$ cat src/rtl/i2cm_pkg.sv
// ----------------------------------------------------------------------------
// i2cm_pkg
// Shared types and constants for the I2C master byte engine.
// ----------------------------------------------------------------------------
package i2cm_pkg;

    localparam int TIMER_W = 16;
    localparam int CFG_W   = 16;

    localparam logic [TIMER_W-1:0] HALF_PERIOD_RST   = TIMER_W'(50);
    localparam logic [TIMER_W-1:0] STRETCH_LIMIT_RST = TIMER_W'(2000);

    // Configuration register indexes
    localparam logic CFG_HALF_PERIOD   = 1'b0;
    localparam logic CFG_STRETCH_LIMIT = 1'b1;

    // Request codes
    typedef enum logic [2:0] {
        REQ_TICK  = 3'd0,
        REQ_START = 3'd1,
        REQ_STOP  = 3'd2,
        REQ_WRITE = 3'd3,
        REQ_READ  = 3'd4
    } req_t;

    // Engine phases
    typedef enum logic [3:0] {
        PH_IDLE = 4'd0,
        PH_S1   = 4'd1,
        PH_S2   = 4'd2,
        PH_P1   = 4'd3,
        PH_PW   = 4'd4,
        PH_P2   = 4'd5,
        PH_P3   = 4'd6,
        PH_W1   = 4'd7,
        PH_WW   = 4'd8,
        PH_W2   = 4'd9,
        PH_R1   = 4'd10,
        PH_RW   = 4'd11,
        PH_R2   = 4'd12
    } phase_t;

    localparam logic [3:0] BITS_PER_BYTE = 4'd8;

endpackage

$ cat src/rtl/i2c_master_byte_engine.sv
// ----------------------------------------------------------------------------
// i2c_master_byte_engine: open-drain I2C master, one time-base tick per transfer
// Result: registered, shown in the cycle after its tick is accepted.
// Throughput: one tick per cycle while the result drains; state update and result register form one pass.
// Reset: synchronous active-low aresetn; idle, line state released, config to defaults; payload not reset.
// ----------------------------------------------------------------------------
module i2c_master_byte_engine (
    input  logic                         aclk,
    input  logic                         aresetn,
    // configuration write port
    input  logic                         cfg_wr_en,
    input  logic                         cfg_addr,
    input  logic [i2cm_pkg::CFG_W-1:0]   cfg_wdata,
    // tick / command input
    input  logic                         s_valid,
    output logic                         s_ready,
    input  logic [2:0]                   s_req_type,
    input  logic [7:0]                   s_tx_byte,
    input  logic                         s_master_ack,
    input  logic                         s_scl_level,
    input  logic                         s_sda_level,
    // result output
    output logic                         m_valid,
    input  logic                         m_ready,
    output logic                         m_scl_drive_low,
    output logic                         m_sda_drive_low,
    output logic                         m_busy_res,
    output logic                         m_done_res,
    output logic                         m_ack_received,
    output logic [7:0]                   m_rx_byte,
    output logic                         m_stretch_timeout
);

    import i2cm_pkg::*;

    // ------------------------------------------------------------------
    // Configuration registers
    // ------------------------------------------------------------------
    logic [TIMER_W-1:0] half_period_reg;
    logic [TIMER_W-1:0] stretch_limit_reg;

    always_ff @(posedge aclk) begin
        if (!aresetn) begin
            half_period_reg   <= HALF_PERIOD_RST;
            stretch_limit_reg <= STRETCH_LIMIT_RST;
        end else if (cfg_wr_en) begin
            case (cfg_addr)
                CFG_HALF_PERIOD:   half_period_reg   <= TIMER_W'(cfg_wdata);
                CFG_STRETCH_LIMIT: stretch_limit_reg <= TIMER_W'(cfg_wdata);
                default: ;
            endcase
        end
    end

    // ------------------------------------------------------------------
    // Engine state
    // ------------------------------------------------------------------
    phase_t             phase_reg,         phase_next;
    logic [3:0]         bit_count_reg,     bit_count_next;
    logic [TIMER_W-1:0] half_timer_reg,    half_timer_next;
    logic [TIMER_W-1:0] stretch_timer_reg, stretch_timer_next;
    logic [7:0]         shift_reg,         shift_next;
    logic               scl_low_reg,       scl_low_next;
    logic               sda_low_reg,       sda_low_next;
    logic               ack_flag_reg,      ack_flag_next;
    logic               timeout_flag_reg,  timeout_flag_next;
    logic               mack_reg,          mack_next;
    logic [7:0]         rx_reg,            rx_next;
    logic               done;

    // Output register
    logic               m_valid_reg;
    logic               out_scl_reg, out_sda_reg, out_busy_reg, out_done_reg;
    logic               out_ack_reg, out_to_reg;
    logic [7:0]         out_rx_reg;

    logic               accept;

    // Accept a tick whenever the result register is free or being drained.
    assign s_ready = !m_valid_reg || m_ready;
    assign accept  = s_valid && s_ready;

    // ------------------------------------------------------------------
    // Shared helpers: half-period delay and clock-stretch wait
    // ------------------------------------------------------------------
    logic [TIMER_W:0]   half_inc;
    logic               delay_over;
    logic               stretch_over;
    logic               wait_end;
    logic [3:0]         bit_inc;
    req_t               req;

    assign half_inc     = {1'b0, half_timer_reg} + {{TIMER_W{1'b0}}, 1'b1};
    assign delay_over   = (half_inc >= {1'b0, half_period_reg});
    // the tick that sees SCL still low once the limit is reached times out
    assign stretch_over = !s_scl_level && (stretch_timer_reg >= stretch_limit_reg);
    assign wait_end     = s_scl_level || stretch_over;
    assign bit_inc      = bit_count_reg + 4'd1;
    assign req          = req_t'(s_req_type);

    always_comb begin
        phase_next         = phase_reg;
        bit_count_next     = bit_count_reg;
        half_timer_next    = half_timer_reg;
        stretch_timer_next = stretch_timer_reg;
        shift_next         = shift_reg;
        scl_low_next       = scl_low_reg;
        sda_low_next       = sda_low_reg;
        ack_flag_next      = ack_flag_reg;
        timeout_flag_next  = timeout_flag_reg;
        mack_next          = mack_reg;
        rx_next            = rx_reg;
        done               = 1'b0;

        // delay phases: advance the half timer, wrap on expiry
        if (phase_reg == PH_S1 || phase_reg == PH_S2 || phase_reg == PH_P1 ||
            phase_reg == PH_P2 || phase_reg == PH_P3 || phase_reg == PH_W1 ||
            phase_reg == PH_W2 || phase_reg == PH_R1 || phase_reg == PH_R2) begin
            half_timer_next = delay_over ? '0 : half_inc[TIMER_W-1:0];
        end
        // wait phases: count low ticks, clear when the wait ends
        if (phase_reg == PH_PW || phase_reg == PH_WW || phase_reg == PH_RW) begin
            stretch_timer_next = wait_end ? '0 : stretch_timer_reg + TIMER_W'(1);
        end

        case (phase_reg)
            PH_IDLE: begin
                if (req == REQ_START || req == REQ_STOP ||
                    req == REQ_WRITE || req == REQ_READ) begin
                    ack_flag_next      = 1'b0;
                    timeout_flag_next  = 1'b0;
                    half_timer_next    = '0;
                    stretch_timer_next = '0;
                end
                case (req)
                    REQ_START: begin
                        sda_low_next = 1'b0;
                        scl_low_next = 1'b0;
                        phase_next   = PH_S1;
                    end
                    REQ_STOP: begin
                        sda_low_next = 1'b1;
                        phase_next   = PH_P1;
                    end
                    REQ_WRITE: begin
                        shift_next     = s_tx_byte;
                        bit_count_next = '0;
                        sda_low_next   = !s_tx_byte[7];
                        phase_next     = PH_W1;
                    end
                    REQ_READ: begin
                        shift_next     = '0;
                        bit_count_next = '0;
                        mack_next      = s_master_ack;
                        sda_low_next   = 1'b0;
                        phase_next     = PH_R1;
                    end
                    default: ;
                endcase
            end
            PH_S1: begin
                if (delay_over) begin
                    sda_low_next = 1'b1;
                    phase_next   = PH_S2;
                end
            end
            PH_S2: begin
                if (delay_over) begin
                    scl_low_next = 1'b1;
                    done         = 1'b1;
                end
            end
            PH_P1: begin
                if (delay_over) begin
                    scl_low_next = 1'b0;
                    phase_next   = PH_PW;
                end
            end
            PH_PW: begin
                if (wait_end) begin
                    if (stretch_over) timeout_flag_next = 1'b1;
                    half_timer_next = '0;
                    phase_next      = PH_P2;
                end
            end
            PH_P2: begin
                if (delay_over) begin
                    sda_low_next = 1'b0;
                    phase_next   = PH_P3;
                end
            end
            PH_P3: begin
                if (delay_over) done = 1'b1;
            end
            PH_W1: begin
                if (delay_over) begin
                    scl_low_next = 1'b0;
                    phase_next   = PH_WW;
                end
            end
            PH_WW: begin
                if (stretch_over) begin
                    timeout_flag_next = 1'b1;
                    ack_flag_next     = 1'b0;
                    done              = 1'b1;
                end else if (s_scl_level) begin
                    if (bit_count_reg >= BITS_PER_BYTE) ack_flag_next = !s_sda_level;
                    half_timer_next = '0;
                    phase_next      = PH_W2;
                end
            end
            PH_W2: begin
                if (delay_over) begin
                    scl_low_next   = 1'b1;
                    bit_count_next = bit_inc;
                    if (bit_inc < BITS_PER_BYTE) begin
                        sda_low_next = !shift_reg[~bit_inc[2:0]];
                        phase_next   = PH_W1;
                    end else if (bit_inc == BITS_PER_BYTE) begin
                        sda_low_next = 1'b0;    // release SDA for the slave ACK
                        phase_next   = PH_W1;
                    end else begin
                        done = 1'b1;
                    end
                end
            end
            PH_R1: begin
                if (delay_over) begin
                    scl_low_next = 1'b0;
                    phase_next   = PH_RW;
                end
            end
            PH_RW: begin
                if (wait_end) begin
                    if (stretch_over) timeout_flag_next = 1'b1;
                    if (bit_count_reg < BITS_PER_BYTE) shift_next = {shift_reg[6:0], s_sda_level};
                    half_timer_next = '0;
                    phase_next      = PH_R2;
                end
            end
            PH_R2: begin
                if (delay_over) begin
                    scl_low_next   = 1'b1;
                    bit_count_next = bit_inc;
                    if (bit_inc < BITS_PER_BYTE) begin
                        phase_next = PH_R1;
                    end else if (bit_inc == BITS_PER_BYTE) begin
                        sda_low_next = mack_reg;    // drive master ACK/NACK
                        phase_next   = PH_R1;
                    end else begin
                        sda_low_next = 1'b0;
                        rx_next      = shift_reg;
                        done         = 1'b1;
                    end
                end
            end
            default: begin
                done = 1'b1;
            end
        endcase

        // a finished command drops back to idle with the timers cleared
        if (done) begin
            phase_next         = PH_IDLE;
            half_timer_next    = '0;
            stretch_timer_next = '0;
        end
    end

    // ------------------------------------------------------------------
    // State and result registers: advance only on an accepted transfer
    // ------------------------------------------------------------------
    always_ff @(posedge aclk) begin
        if (!aresetn) begin
            phase_reg         <= PH_IDLE;
            bit_count_reg     <= '0;
            half_timer_reg    <= '0;
            stretch_timer_reg <= '0;
            shift_reg         <= '0;
            scl_low_reg       <= 1'b0;
            sda_low_reg       <= 1'b0;
            ack_flag_reg      <= 1'b0;
            timeout_flag_reg  <= 1'b0;
            mack_reg          <= 1'b0;
            rx_reg            <= '0;
        end else if (accept) begin
            phase_reg         <= phase_next;
            bit_count_reg     <= bit_count_next;
            half_timer_reg    <= half_timer_next;
            stretch_timer_reg <= stretch_timer_next;
            shift_reg         <= shift_next;
            scl_low_reg       <= scl_low_next;
            sda_low_reg       <= sda_low_next;
            ack_flag_reg      <= ack_flag_next;
            timeout_flag_reg  <= timeout_flag_next;
            mack_reg          <= mack_next;
            rx_reg            <= rx_next;
        end
    end

    always_ff @(posedge aclk) begin
        if (!aresetn) begin
            m_valid_reg <= 1'b0;
        end else if (accept) begin
            m_valid_reg <= 1'b1;
        end else if (m_ready) begin
            m_valid_reg <= 1'b0;
        end
    end

    // result payload: load with the post-tick values, hold while stalled
    always_ff @(posedge aclk) begin
        if (accept) begin
            out_scl_reg  <= scl_low_next;
            out_sda_reg  <= sda_low_next;
            out_busy_reg <= (phase_next != PH_IDLE);
            out_done_reg <= done;
            out_ack_reg  <= ack_flag_next;
            out_rx_reg   <= rx_next;
            out_to_reg   <= timeout_flag_next;
        end
    end

    assign m_valid           = m_valid_reg;
    assign m_scl_drive_low   = out_scl_reg;
    assign m_sda_drive_low   = out_sda_reg;
    assign m_busy_res        = out_busy_reg;
    assign m_done_res        = out_done_reg;
    assign m_ack_received    = out_ack_reg;
    assign m_rx_byte         = out_rx_reg;
    assign m_stretch_timeout = out_to_reg;

endmodule

$ cat config.mk
export PLATFORM = sky130hd
export DESIGN_NAME = i2c_master_byte_engine
export DESIGN_NICKNAME = d
export VERILOG_FILES = /design/src/rtl/i2cm_pkg.sv /design/src/rtl/i2c_master_byte_engine.sv
export SDC_FILE = /design/constraint.sdc
export NUM_CORES = 1
export LEC_CHECK = 0
export BUFFER_PORTS_ARGS = -buffer_cell sky130_fd_sc_hd__buf_2
export CAP_MARGIN = 10
export CORE_MARGIN = 2
export CORE_UTILIZATION = 50
export CTS_CLUSTER_DIAMETER = 30
export DETAILED_ROUTE_END_ITERATION = 10
export PLACE_DENSITY_LB_ADDON = 0.12
export SLEW_MARGIN = 20
export SYNTH_ARGS = -nofsm -noshare
export SYNTH_HDL_FRONTEND = slang
export SYNTH_SLANG_ARGS = --single-unit
$ cat constraint.sdc
create_clock -name aclk -period 3.5 [get_ports aclk]
set_input_delay 1.05 -clock aclk [delete_from_list [all_inputs] [get_ports aclk]]
set_output_delay 1.05 -clock aclk [all_outputs]
set_load 0.1 [all_outputs]
Yosys cells after proc, flatten, opt, wreduce, memory -nomap -nowiden

Cells that the tools add are included.

Bits in registers: 108
Input bits: 36
Output and inout port bits: 16
Word-level logic and storage cells: 169

$add $sub $neg: 3
$lt $le $gt $ge: 6
Equal/unequal tests: 22
Muxes and demuxes: 75
Bitwise operators: 2
Reductions and logical operators: 40

Operators with widths:

| cell                  | number |
|---|---|
| $mux 16               | 12 |
| $mux 4                | 18 |
| $mux 8                | 6 |
| $pmux 16 s3           | 1 |
| $pmux 4 s11           | 1 |
| $pmux 8 s2            | 2 |
| $mux 1                | 26 |
| $eq 4x4->1 const B    | 6 |
| $add 16x1->17 const B | 1 |
| $ge 17x16->1          | 1 |
| $add 16x1->16 const B | 1 |
| $eq 4x3->1 const B    | 4 |
| $ge 16x16->1          | 1 |
| $pmux 4 s4            | 1 |
| $logic_or 1x1->1      | 15 |
| $reduce_or 2->1       | 5 |
| $pmux 1 s3            | 3 |
| $eq 4x2->1 const B    | 2 |
| $lt 4x4->1 const B    | 2 |
| $pmux 4 s2            | 1 |
| $reduce_or 8->1       | 1 |
| $eq 3x2->1 const B    | 2 |
| $reduce_bool 2->1     | 3 |
| $reduce_or 3->1       | 2 |
| 23 further kinds      | 31 |

Logic depth before layout (Yosys ltp)

Gate-level depths: netlist (run 1).

Depth in word-level cells: 14
Gate-level depth with buffers: 16
Mapped depth without buffers: 14

Least setup slack after synthesis (run 1)

No wires, ideal clock.

Kind: input -> register
From: input port m_ready
To: register out_ack_reg (netlist: m_ack_received) (enable)
Arrival time: 3.163 ns
Slack: -0.047 ns
Stages: 5
Buffers on the path: 2
Path through: nand2b_1 -> nand2_1 -> inv_1 -> clkbuf_1 -> clkbuf_1

Cells in the longest elaborated chain, start to end: 2

Ends and longest elaborated chain:

| what                   | line                          | source |
|---|---|---|
| start: declaration     | i2c_master_byte_engine.sv:24  | `input logic m_ready,` |
| $logic_or 1x1->1       | i2c_master_byte_engine.sv:80  | `assign s_ready = !m_valid_reg \|\| m_ready;` |
| $logic_and 1x1->1      | i2c_master_byte_engine.sv:81  | `assign accept = s_valid && s_ready;` |
| via accept             | i2c_master_byte_engine.sv:77  | `logic accept;` |
| end signal: assignment | i2c_master_byte_engine.sv:318 | `out_ack_reg <= ack_flag_next;` |
| end: declaration       | i2c_master_byte_engine.sv:74  | `logic out_ack_reg, out_to_reg;` |

The timed path passes the listed nets, and every way through them passes these cells.
A chain may end at the register's enable or synchronous reset.

Final worst setup path (run 1)

From: register half_timer_reg[1]
To: register stretch_timer_reg[3]

Cells in the longest elaborated chain, start to end: 5
Elaborated cells between the ends (all ways): 6

Ends and longest elaborated chain:

| what                      | line                                                                                        | source |
|---|---|---|
| start: declaration        | i2c_master_byte_engine.sv:60                                                                | `logic [TIMER_W-1:0] half_timer_reg, half_timer_next;` |
| start signal: assignment  | i2c_master_byte_engine.sv:289                                                               | `half_timer_reg <= half_timer_next;` |
| $add 16x1->17 (*)         | i2c_master_byte_engine.sv:93                                                                | `assign half_inc = {1'b0, half_timer_reg} + {{TIMER_W{1'b0}}, 1'b1};` |
| $ge 17x16->1 (*)          | i2c_master_byte_engine.sv:94                                                                | `assign delay_over = (half_inc >= {1'b0, half_period_reg});` |
| $mux 1 (on tied branches) | i2c_master_byte_engine.sv:242, i2c_master_byte_engine.sv:168, i2c_master_byte_engine.sv:193 |  |
| $pmux 1 s4 (*)            | i2c_master_byte_engine.sv:126                                                               | `case (phase_reg)` |
| $mux 16 (*)               | i2c_master_byte_engine.sv:263                                                               | `if (done) begin` |
| end signal: assignment    | i2c_master_byte_engine.sv:290                                                               | `stretch_timer_reg <= stretch_timer_next;` |
| end: declaration          | i2c_master_byte_engine.sv:61                                                                | `logic [TIMER_W-1:0] stretch_timer_reg, stretch_timer_next;` |

Mark *: on every way between the ends. The rest lies on a longest branch, timed or not.

==> results of run 1 <==
final cells by class:
type                       instances  area share [%]
sequential                       108            31.7
timing repair buffer              87            7.45
inverter                          48            2.48
clock inverter                     7            1.22
multi-input combinational        567            51.1
tap                              172            2.96
clock buffer                       9            3.10
metal layers:
layer  share of wire, %  wire length, um  track usage [%]
met5                  0                0                0
met4                2.2              356             9.02
met3                5.1              831             4.36
met2                 49             7980             43.9
met1                 44             7210             30.6
through the flow:
stage / cell area (um^2) / setup slack [ps] / hold WS, ps
floorplan: 6340 / 102 / 436
global placement: 6900 / 31.9 / 448
detailed placement: 6900 / -86.7 / 450
CTS: 7220 / 10.8 / 460
global route: 7270 / -8.94 / 486
finish: 7270 / 205 / 457
path summary, 6_finish.rpt:
| check | from | end | slack, ps |
|---|---|---|---|
| setup / recovery | half_timer_reg[1]$_SDFFE_PN0P_ | stretch_timer_reg[3]$_SDFFE_PN0P_ | 200 |
| hold / removal | half_period_reg[6]$_SDFFE_PN0P_ | half_period_reg[6]$_SDFFE_PN0P_ | 460 |
| setup reg to reg | half_timer_reg[1]$_SDFFE_PN0P_ | stretch_timer_reg[3]$_SDFFE_PN0P_ | 200 |
| hold reg to reg | half_period_reg[6]$_SDFFE_PN0P_ | half_period_reg[6]$_SDFFE_PN0P_ | 460 |
worst max-delay path, delay by kind of cell, from the launching register on:
| kind | cells | cell delay, ps |
|---|---|---|
| buffers and inverters | 2 | 360 |
| and+or+nand+nor | 5 | 960 |
| DFF | 1 | 350 |
| xor gates and xnor gates | 1 | 240 |
| adders and majority gates | 1 | 300 |
| AOI/OAI and AO/OA | 5 | 1010 |
Yosys cell counts, drive strengths merged, types with 14 or more instances:
| library cell | count |
|---|---|
| nand2 | 102 |
| buf | 21 |
| o211ai | 14 |
| nor2 | 64 |
| dfxtp | 94 |
| nor3 | 20 |
| clkbuf | 20 |
| nand3 | 30 |
| edfxtp | 14 |
| ha | 35 |
| a21oi | 64 |
| inv | 48 |
| o21ai | 31 |
cells by family (layout without fill, tap and decap cells):
kind of cell | count (synthesis) | count (layout)
and+or+nand+nor | 291 | 291
AOI/OAI and AO/OA | 206 | 206
DFF | 108 | 108
buffers and inverters | 89 | 151
adders and majority gates | 35 | 35
xor gates and xnor gates | 21 | 21
muxes | 14 | 14
where the power goes:
| part | switching (uW) | internal (uW) | leakage [uW] |
|---|---|---|---|
| clock network | 474 | 624 | 0.000151 |
| logic | 394 | 187 | 0.00193 |
| registers | 44.6 | 1320 | 0.000907 |
| total | 913 | 2130 | 0.00299 |
what timing repair did:
action / CTS / global route
resized for setup: 3 / 10
pin swaps: 0 / 4
setup endpoints to repair: 7 / 60
==> out/metrics.csv, run 1 <==
metric,value,unit
status,completed,
multiInputGateArea,3720,um^2
synthXorXnorAreaFrac,2.90,%
via_count,5819,
ys_types,79,
insertedDiodeCount,0,
nets,892,
cts.sinks,108,
finalSetupViolCount,0,
synth_warnings,0,
cts_tree,yes,
synth.area.mux_share,2.77,%
io_pins,52,
areaGrowthSynthToFinish,14.8,%
cts_buffers,9,
required,3780,ps
path_cells,nand3_1 -> nor2_1 -> and3_1 -> nor3b_2 -> xor2_1 -> ha_1 -> buf_4 -> a2111oi_4 -> o211a_1 -> o21ai_2 -> nor4_4 -> buf_6 -> o21ai_0 -> a31oi_1,
worst_pin_slew,752,ps
antenna_found_initial,0,
relSlewSlack,49.8,%
synth_compound_gate_area_share,23.0,%
fmax,0.303,GHz
ir_drop,0.288,mV
synthesis.area,6330,um^2
drcViolationCount,0,
finalCriticalPeriod,3300,ps
gp_congestion,0.939,
cts.clk_slew.worst_paths,70,ps
crit_slowest_cell,a2111oi_4,
dr.first_iter.drc_count,411,
worstRegToRegCells,14,
synthAdderAreaFrac,6.91,%
final_common_cell,nand2_1,
cts-hold-fix-buffers,0,
row_count,41,
finalCritPeriodShare,94.1,%
synth_top_area_share,29.7,%
viasPerCell,5.83,
synth-seq-cells,108,
finalPower,3040,uW
final_cells,998,
die_h,117,um
critPathMaxStageDelay,370,ps
cts_buffer_depth,2,
synth_top_family_by_area,compound AO/OA/AOI/OAI gates,
async_reset_ff_share,0,%
synth_cells,764,
cts_setup_buffers,0,
powerDensity,419,nW/um^2
start_kind,register,
grt_max_degree,55,
finalWirelength,16400,um
cap_violations,0,
criticalPathCategory,reg -> reg,
grt_overflow_total,0,
ff_latch_area,2300,um^2
end_kind,register,
routedWlPerCell,16.4,um
dp_hpwl,11900,um
hold_viol,0,
min_path_cells,2,
dpl.cell_count,982,
worstHoldPathType,reg -> reg,
seq_area_frac_synth,36.3,%
p_leak,0.00299,uW
ys.flop_type,dfxtp_1,
synth_area_leaders,"dfxtp_1, ha_1, edfxtp_1",
skew,8.96,ps
die_w,117,um
clkLatencyLatePin,360,ps
final_util,58.1,%
synth-simple-area-share,22.2,%
final_cell_mix,"nand2_1, dfxtp_1, nor2_1",
fin_setup_tns,0,ps
ant_nets,0,
core,12500,um^2
fillers,1201,
maxSlewViolCount,0,
drive_gt1_share,18.2,%
htreeDepth,3,
cts-root-buf,clkbuf_16,
portBuffers,51,
worstPathMaxFanout,16,
yosys.area.top_type,dfxtp_1,
cp.arrival,3580,ps
grt_use_total,24.9,%
dieArea,13600,um^2
first_global_vias,5586,
drtPass1Iterations,5,
grt_first_pass_wirelength,26600,um
syn_area_per_cell,8.29,um^2
synth_edf_count,14,
start_util,50.6,%
synthesis.nets,835,
Power figures use the tool's default switching activity.
==> run 2, diff against run 1 <==
==> constraint.sdc (replaced) <==
create_clock -name aclk -period 3.2 [get_ports aclk]
set_input_delay 0.16 -clock aclk [delete_from_list [all_inputs] [get_ports aclk]]
set_output_delay 0.16 -clock aclk [all_outputs]
set_load 0.1 [all_outputs]
==> out/metrics.csv, run 2 (synthesis gave the netlist of run 1 again) <==
metric,value,unit
rsz0062_at_grt,true,
cts-root-buf,clkbuf_16,
dieArea,13600,um^2
worstPathMaxFanout,4,
gp_congestion,0.957,
drtPass1Iterations,7,
place_area,7000,um^2
grt_first_pass_wirelength,27200,um
clkLatencyLatePin,360,ps
internal_power,2330,uW
routedWlPerCell,17.4,um
areaGrowthSynthToFinish,25.6,%
dp_hpwl,12500,um
p_seq_share,44.0,%
antenna_found_initial,0,
top_layer,met4,
via_count,6040,
cts.sinks,108,
required,3300,ps
htreeDepth,3,
p_sw_share,31.7,%
first_global_vias,5461,
end_kind,register,
cts_buffer_depth,2,
grt_overflow_total,0,
final_cells,1028,
whs,33.4,ps
finalWirelength,17800,um
portBuffers,51,
nets,922,
ant_nets,0,
final_cell_mix,"nand2_1, dfxtp_1, nor2_1",
relSlewSlack,37.2,%
powerDensity,428,nW/um^2
cts_tree,yes,
dr.first_iter.drc_count,562,
viasPerCell,5.88,
finalSetupViolCount,23,
finalCriticalPeriod,3290,ps
core,12500,um^2
p_leak,0.00323,uW
start_kind,register,
die_w,117,um
dpl.cell_count,994,
fmax,0.304,GHz
worstHoldPathType,in -> reg,
start_util,50.6,%
hold_viol,0,
cap_violations,0,
r2r_slack,-90,ps
skew,11.6,ps
io_pins,52,
criticalPathCategory,reg -> reg,
p_sw,1080,uW
wl_met1,7870,um
status,"complete, but fails checks",
cts.clk_slew.worst_paths,80,ps
setup_ws,-88.4,ps
failed_checks,negative setup slack,
drcViolationCount,0,
ir_drop,0.290,mV
final_common_cell,nand2_1,
stdcell_area,7950,um^2
p_comb_share,21.8,%
maxSlewViolCount,0,
cts_buffers,9,
fin_setup_tns,-513,ps
dr_wl_met3,892,um
cp.arrival,3390,ps
grt_max_degree,48,
worst_pin_slew,941,ps
drive_gt1_share,28.2,%
p_clk_share,34.3,%
row_count,41,
final_util,63.5,%
insertedDiodeCount,0,
grt_use_total,25.7,%
route.met2.wl,8780,um
die_h,117,um
finalCritPeriodShare,103,%
run 2: cell types whose count changed in the layout (fill, tap and decap cells not counted), sizes merged:
| cell | delta |
|---|---|
| clkinv | -1 |
| clkbuf | +1 |
| buf | +30 |
| bufinv | -1 |
| clkinvlp | -1 |
| inv | +2 |
run 2: through the flow:
step	power, uW	setup slack, ps
global route	3530	-240
finish	3410	-88.4
floorplan	1990	19.3
CTS	3340	-73.8
global placement	2150	-168
detailed placement	2170	-292
run 2: critical path, stage by stage, from the launching register on:
cell      delay (ps)
dfxtp_4          390
nand3_4           90
nor2_4           110
and3_4           210
nor3b_4          220
xor2_2           100
ha_1             320
nand4_1          170
inv_1             90
nand4_1          140
buf_4            170
o211ai_4         300
buf_6            170
nand2_2           40
o311a_1          160
nor3_2           210
a41oi_2          140
run 2: routing by layer:
| layer | vias up | GRT usage [%] |
|---|---|---|
| met4 | 0 | 8.39 |
| met3 | 26 | 3.17 |
| met1 | 2900 | 33.7 |
| met5 | - | 0 |
| li1 | 2931 | - |
| met2 | 183 | 44.1 |
run 2: layout make-up:
type                       count  area [um^2]
fill                        1080         4560
clock buffer                  10          229
tap                          172          215
multi-input combinational    567         4120
timing repair buffer         117          827
sequential                   108         2310
clock inverter                 6         70.1
inverter                      48          180
run 2: path summary, 6_finish.rpt:
| check | startpoint | cells past startpoint | to |
|---|---|---|---|
| setup reg to reg | half_timer_reg[1]$_SDFFE_PN0P_ | 16 | m_busy_res$_DFFE_PP_ |
| setup / recovery | half_timer_reg[1]$_SDFFE_PN0P_ | 16 | m_busy_res$_DFFE_PP_ |
| hold / removal | s_master_ack | 3 | mack_reg$_SDFFE_PN0P_ |
| hold reg to reg | half_period_reg[11]$_SDFFE_PN0P_ | 2 | half_period_reg[11]$_SDFFE_PN0P_ |
run 2: power by group through the flow:
stage / Sequential, uW / Combinational, uW / Clock [uW]
finish: 1500 / 741 / 1170
global route: 1510 / 798 / 1220
CTS: 1500 / 666 / 1180
detailed placement: 1530 / 644 / 0
global placement: 1520 / 630 / 0
floorplan: 1610 / 375 / 0
run 2: timing repair:
action / in CTS / in global routing
pin swaps: 20 / 38
resized for setup: 28 / 88
gates cloned: 0 / 2
buffers inserted: 12 / 6
hold endpoints to repair: 0 / 0
hold buffers: 0 / 0
setup endpoints to repair: 62 / 62
